**src/spq_pkg.sv**
```systemverilog
// ----------------------------------------------------------------------------
// spq_pkg
// Shared types and codes for the sorted priority queue.
// ----------------------------------------------------------------------------
`timescale 1ns / 1ps
`default_nettype none

package spq_pkg;

   localparam int ValueW = 32;
   localparam int PrioW  = 16;

   localparam logic OP_INSERT = 1'b0;
   localparam logic OP_REMOVE = 1'b1;

   localparam logic [1:0] ST_INSERTED = 2'd0;
   localparam logic [1:0] ST_FULL     = 2'd1;
   localparam logic [1:0] ST_REMOVED  = 2'd2;
   localparam logic [1:0] ST_EMPTY    = 2'd3;

   typedef struct packed {
      logic signed [ValueW-1:0] value;
      logic signed [PrioW-1:0]  prio;
   } entry_type;

   // per-cycle command broadcast to every cell
   typedef struct packed {
      logic insert;   // accepted insert with room to spare
      logic remove;   // accepted removal with something stored
   } cell_ctrl_type;

endpackage

`default_nettype wire

```
**src/spq_cell.sv**
```systemverilog
// ----------------------------------------------------------------------------
// spq_cell
// One slot of the sorted row: holds an entry, compares it with the incoming
// priority and takes data from the left, from the right or from the input.
// ----------------------------------------------------------------------------
`timescale 1ns / 1ps
`default_nettype none

module spq_cell (
   input  wire logic                  clock,
   input  wire spq_pkg::cell_ctrl_type ctrl,
   input  wire spq_pkg::entry_type    new_entry,
   input  wire logic                  occupied,
   input  wire logic                  left_occupied,
   input  wire logic                  left_displace,
   input  wire spq_pkg::entry_type    left_entry,
   input  wire spq_pkg::entry_type    right_entry,
   output spq_pkg::entry_type         entry,
   output logic                       displace
);

   spq_pkg::entry_type entry_ff;
   spq_pkg::entry_type entry_in;
   logic               open_slot;

   // entry must move right when the newcomer outranks it
   assign displace  = occupied && (entry_ff.prio < new_entry.prio);
   assign open_slot = displace || !occupied;

   always_comb begin
      entry_in = entry_ff;
      priority if (ctrl.remove) begin
         entry_in = right_entry;
      end else if (ctrl.insert && open_slot && left_displace) begin
         entry_in = left_entry;
      end else if (ctrl.insert && open_slot && left_occupied) begin
         entry_in = new_entry;
      end
   end

   always_ff @(posedge clock) begin
      entry_ff <= entry_in;
   end

   assign entry = entry_ff;

endmodule

`default_nettype wire

```
**src/sorted_priority_queue.sv**
```systemverilog
// ----------------------------------------------------------------------------
// sorted_priority_queue
// Bounded priority queue held as a row of cells sorted by priority.
// ----------------------------------------------------------------------------
// Usage:
//   Each req_ word is an insert (value with priority) or a removal of the
//   highest-priority entry. Equal priorities leave in arrival order.
//   Every request gives exactly one rsp_ word: status, removed value (zero
//   unless removed), occupancy and full/empty flags after the operation.
//   rsp_valid rises the cycle after request acceptance. Throughput is one
//   word per cycle while req_stall is low: all cells compare against the
//   new priority and shift left or right together when a word is accepted.
//   The result sits in an output register; a new request is taken while
//   that register is empty or being emptied. While rsp_stall holds a full
//   output register, req_stall is raised and the queue holds its state.
//   Reset (synchronous) empties the queue and drops any pending result;
//   entry contents are not cleared, as only occupied cells are ever read.
//   Occupancy is reported modulo 16.
// ----------------------------------------------------------------------------
`timescale 1ns / 1ps
`default_nettype none

module sorted_priority_queue #(
   parameter int DEPTH = 8
) (
   input  wire logic               clock,
   input  wire logic               reset,
   input  wire logic               req_valid,
   output logic                    req_stall,
   input  wire logic               req_op,
   input  wire logic signed [31:0] req_value,
   input  wire logic signed [15:0] req_priority_req,
   output logic                    rsp_valid,
   input  wire logic               rsp_stall,
   output logic             [1:0]  rsp_status,
   output logic signed      [31:0] rsp_removed_value,
   output logic             [3:0]  rsp_occupancy,
   output logic                    rsp_is_full,
   output logic                    rsp_is_empty
);

   localparam int CntW = $clog2(DEPTH + 1);
   localparam logic [CntW-1:0] CntFull = CntW'(DEPTH);

   logic [CntW-1:0]        count_ff, count_in;
   logic                   rsp_valid_ff, rsp_valid_in;
   logic [1:0]             status_ff, status_in;
   logic signed [31:0]     removed_ff, removed_in;
   logic [CntW-1:0]        occ_ff;
   logic [31:0]            occ_ext;

   logic                   accept;
   logic                   is_full_now;
   logic                   is_empty_now;
   spq_pkg::cell_ctrl_type ctrl;
   spq_pkg::entry_type     new_entry;
   spq_pkg::entry_type     cell_entry [DEPTH];
   logic                   cell_disp  [DEPTH];
   logic                   cell_occ   [DEPTH];

   assign req_stall    = rsp_valid_ff && rsp_stall;
   assign accept       = req_valid && !req_stall;
   assign is_full_now  = (count_ff == CntFull);
   assign is_empty_now = (count_ff == '0);

   assign ctrl.insert = accept && (req_op == spq_pkg::OP_INSERT) && !is_full_now;
   assign ctrl.remove = accept && (req_op == spq_pkg::OP_REMOVE) && !is_empty_now;

   assign new_entry.value = req_value;
   assign new_entry.prio  = req_priority_req;

   for (genvar i = 0; i < DEPTH; i++) begin : g_cell
      spq_pkg::entry_type left_e, right_e;
      logic               left_occ, left_disp;

      assign cell_occ[i] = (CntW'(i) < count_ff);

      if (i == 0) begin : g_head
         assign left_e    = new_entry;
         assign left_occ  = 1'b1;
         assign left_disp = 1'b0;
      end else begin : g_body
         assign left_e    = cell_entry[i-1];
         assign left_occ  = cell_occ[i-1];
         assign left_disp = cell_disp[i-1];
      end

      if (i == DEPTH - 1) begin : g_tail
         assign right_e = cell_entry[i];
      end else begin : g_mid
         assign right_e = cell_entry[i+1];
      end

      spq_cell u_cell (
         .clock         (clock),
         .ctrl          (ctrl),
         .new_entry     (new_entry),
         .occupied      (cell_occ[i]),
         .left_occupied (left_occ),
         .left_displace (left_disp),
         .left_entry    (left_e),
         .right_entry   (right_e),
         .entry         (cell_entry[i]),
         .displace      (cell_disp[i])
      );
   end

   always_comb begin
      count_in     = count_ff;
      rsp_valid_in = rsp_valid_ff && rsp_stall;
      status_in    = status_ff;
      removed_in   = removed_ff;
      if (accept) begin
         rsp_valid_in = 1'b1;
         removed_in   = '0;
         unique case (req_op)
            spq_pkg::OP_INSERT: begin
               if (is_full_now) begin
                  status_in = spq_pkg::ST_FULL;
               end else begin
                  status_in = spq_pkg::ST_INSERTED;
                  count_in  = count_ff + CntW'(1);
               end
            end
            spq_pkg::OP_REMOVE: begin
               if (is_empty_now) begin
                  status_in = spq_pkg::ST_EMPTY;
               end else begin
                  status_in  = spq_pkg::ST_REMOVED;
                  removed_in = cell_entry[0].value;
                  count_in   = count_ff - CntW'(1);
               end
            end
            default: status_in = status_ff;
         endcase
      end
   end

   always_ff @(posedge clock) begin
      if (reset) begin
         count_ff     <= '0;
         rsp_valid_ff <= 1'b0;
      end else begin
         count_ff     <= count_in;
         rsp_valid_ff <= rsp_valid_in;
      end
   end

   always_ff @(posedge clock) begin
      if (accept) begin
         status_ff  <= status_in;
         removed_ff <= removed_in;
         occ_ff     <= count_in;
      end
   end

   assign occ_ext           = 32'(occ_ff);
   assign rsp_valid         = rsp_valid_ff;
   assign rsp_status        = status_ff;
   assign rsp_removed_value = removed_ff;
   assign rsp_occupancy     = occ_ext[3:0];
   assign rsp_is_full       = (occ_ff == CntFull);
   assign rsp_is_empty      = (occ_ff == '0);

   a_count_bound: assert property (@(posedge clock) disable iff (reset)
      count_ff <= CntFull)
      else $error("entry count beyond depth");

   a_result_follows: assert property (@(posedge clock) disable iff (reset)
      accept |=> rsp_valid_ff && (occ_ff == count_ff))
      else $error("accepted word gave no result or wrong occupancy");

   a_full_flag: assert property (@(posedge clock) disable iff (reset)
      rsp_valid_ff && (status_ff == spq_pkg::ST_FULL) |-> rsp_is_full)
      else $error("rejected insert without full flag");

   a_empty_status: assert property (@(posedge clock) disable iff (reset)
      rsp_valid_ff && rsp_is_empty |->
         (status_ff == spq_pkg::ST_REMOVED) || (status_ff == spq_pkg::ST_EMPTY))
      else $error("empty queue after an insert");

endmodule

`default_nettype wire

```
**config.mk**
```make
export PLATFORM = sky130hd
export DESIGN_NAME = sorted_priority_queue
export DESIGN_NICKNAME = d
export VERILOG_FILES = /design/src/spq_pkg.sv /design/src/spq_cell.sv /design/src/sorted_priority_queue.sv
export SDC_FILE = /design/constraint.sdc
export NUM_CORES = 1
export LEC_CHECK = 0
export ABC_AREA = 0
export BUFFER_PORTS_ARGS = -buffer_cell sky130_fd_sc_hd__buf_4
export CELL_PAD_IN_SITES_DETAIL_PLACEMENT = 0
export CELL_PAD_IN_SITES_GLOBAL_PLACEMENT = 1
export CORE_MARGIN = 5
export CORE_UTILIZATION = 45
export DETAILED_ROUTE_END_ITERATION = 8
export GPL_TIMING_DRIVEN = 0
export PLACE_DENSITY = 0.76
export SYNTH_ARGS = -nofsm -noshare
export SYNTH_HDL_FRONTEND = slang
export SYNTH_HIERARCHICAL = 1
export SYNTH_SLANG_ARGS = --single-unit
```
**constraint.sdc**
```tcl
create_clock -name clock -period 5.8 [get_ports clock]
set_input_delay 0 -clock clock [delete_from_list [all_inputs] [get_ports clock]]
set_output_delay 0 -clock clock [all_outputs]
set_load 0.02 [all_outputs]
```
==> impl_metrics.json <==
{
  "setup_viol_count_final": 0,
  "drc_errors": 0,
  "cp-end-kind": "register",
  "cts_htree_levels": 2,
  "cts_tree": "built",
  "critPathRequiredTime_ps": 6090,
  "grt_max_degree": 43,
  "hpwl_um": 71200,
  "grt_pass1_vias": 22900,
  "cts_resized": 0,
  "wl_met3_um": 6150,
  "wl_per_cell_um": 22.0,
  "power_density_nw_per_um2": 284,
  "critPathArrivalTime_ps": 5360,
  "diodes": 0,
  "fin_worst_skew_ps": 29.1,
  "max_cap_viol_count": 0,
  "place.port_buffers": 94,
  "cts_buffer_depth": 3,
  "hold_buffers": 53,
  "antenna_found_initial": 0,
  "die_h_um": 266,
  "seq_area_um2": 12800,
  "wl_met1_um": 38900,
  "wl_met2_um": 39900,
  "vias_per_cell": 5.97,
  "syn_area_per_cell_um2": 10.3,
  "netlist_area_um2": 29400,
  "clkSinkCount": 427,
  "finalSetupTns_ps": 0,
  "area_growth_pct": 14.7,
  "worst_slew_pin_slew_ps": 1340,
  "ir_drop_v": 0.000211,
  "postLayoutCellArea_um2": 33700,
  "period_share": 0.873,
  "period_needed_ps": 5070,
  "p_leak_uw": 0.0109,
  "post_cts_buffers": 0,
  "gr-total-overflow": 0,
  "initial_core_util": 0.455,
  "rows": 93,
  "coreArea_um2": 64600,
  "p_total_uw": 9560,
  "slew_violations": 0,
  "via_count": 23600,
  "rsz0062_at_grt": "no",
  "synthCells": 2860,
  "dp.cells": 3819,
  "gp_congestion": 0.949,
  "clk_pin_slew_ps": 60,
  "boundaryPins": 95,
  "drtPass1Iterations": 6,
  "final_cells": 3962,
  "multi_input_area_um2": 14700,
  "min_path_type": "primary input to register",
  "hold_viol_final": 0,
  "drive_gt1_frac": 0.145,
  "ant_nets": 0,
  "cts_made_buffers": 50,
  "start_kind": "register",
  "cts_root_buffer": "clkbuf_16",
  "top_layer_used": "met4",
  "die_w_um": 266,
  "critical_path_class": "register to register",
  "grt_pass1_wl_um": 134000,
  "fmax_ghz": 0.197,
  "clk_latency_ps": 620,
  "cp_max_fo": 29,
  "nets": 3246,
  "wirelength_um": 87100,
  "synth-warning-count": 6,
  "drt_iter0_drc": 1887,
  "syn_nets": 3037,
  "outcome": "finished clean",
  "place_area_um2": 31400,
  "post-route-util": 0.522,
  "maxSlewHeadroom": 0.0940,
  "grt_usage": 0.238,
  "dieArea_um2": 70500,
  "fillers": 5749
}
[where the power goes]
part           internal, µW  switching [µW]
sequential             3840             232
combinational           780            1360
clock                  2040            1310
[worst paths after layout]
path                              startpoint                        end  slack (ps)  cells past startpoint
setup / recovery                 count_ff[1]  g_cell[5].u_cell/entry[6]         730                     11
hold / removal                     req_valid           rsp_occupancy[3]         120                      4
setup reg to reg                 count_ff[1]  g_cell[5].u_cell/entry[6]         730                     11
hold reg to reg   g_cell[0].u_cell/entry[23]       rsp_removed_value[7]         570                      1
[worst max-delay path, cell delays in order (launching register included)]
cell and delay [ps]:
dfxtp_1 460, inv_1 120, ha_1 290, o21ai_0 1060, inv_1 240, nor2_1 160, clkbuf_1 350, clkbuf_1 370
clkbuf_1 520, o21ai_0 280, o21bai_4 590, buf_12 270
[registers in the layout, indices dropped and copies added (netlist names)]
| name | flops |
|---|---|
| count_ff | 4 |
| rsp_valid | 1 |
| g_cell.u_cell/entry | 384 |
| rsp_removed_value | 32 |
| rsp_status | 2 |
| rsp_occupancy | 4 |
[routing by layer]
metal  up-vias  global-route usage
li1      11400                   -
met1     11200               0.338
met2       902               0.392
met3       135              0.0282
met4         0              0.0597
met5         -                   0
[layout make-up]
cell class / instances / area share
plain buffers: 309 / 0.0428
clock buffers: 65 / 0.0400
clock inverters: 25 / 0.0113
inverters: 147 / 0.0164
multi-input cells: 1977 / 0.437
flip-flops and latches: 427 / 0.379
well taps: 855 / 0.0317
repair buffers: 157 / 0.0420
[layout by cell type, fill, tap and decap left out, drive strengths merged, types with 3 or more instances in the layout]
| cell | count |
|---|---|
| bufinv | 9 |
| buf | 178 |
| a21o | 3 |
| nand2 | 40 |
| o31ai | 3 |
| nand3 | 9 |
| and4 | 3 |
| a21oi | 425 |
| nor2 | 23 |
| nor2b | 391 |
| o21ai | 413 |
| clkinv | 14 |
| nand3b | 6 |
| a41oi | 384 |
| edfxtp | 422 |
| o31a | 5 |
| nand2b | 12 |
| o21bai | 8 |
| nor3 | 19 |
| a2111oi | 16 |
| and2 | 35 |
| inv | 149 |
| or3 | 4 |
| dfxtp | 5 |
| a311o | 5 |
| o311ai | 3 |
| nand4 | 10 |
| a22oi | 4 |
| o311a | 6 |
| a31oi | 5 |
| clkbuf | 300 |
| dlygate4sd3 | 53 |
| a311oi | 7 |
| ha | 124 |
[per-stage QoR]
step / worst slack, ps / hold slack (ps)
after floorplan: 473 / 69.1
after global placement: -1920 / 219
after detailed placement: 821 / 225
after CTS: 787 / 67.6
after global routing: 621 / 158
final: 734 / 117
Note: power is estimated with default switching activity, not from simulation.
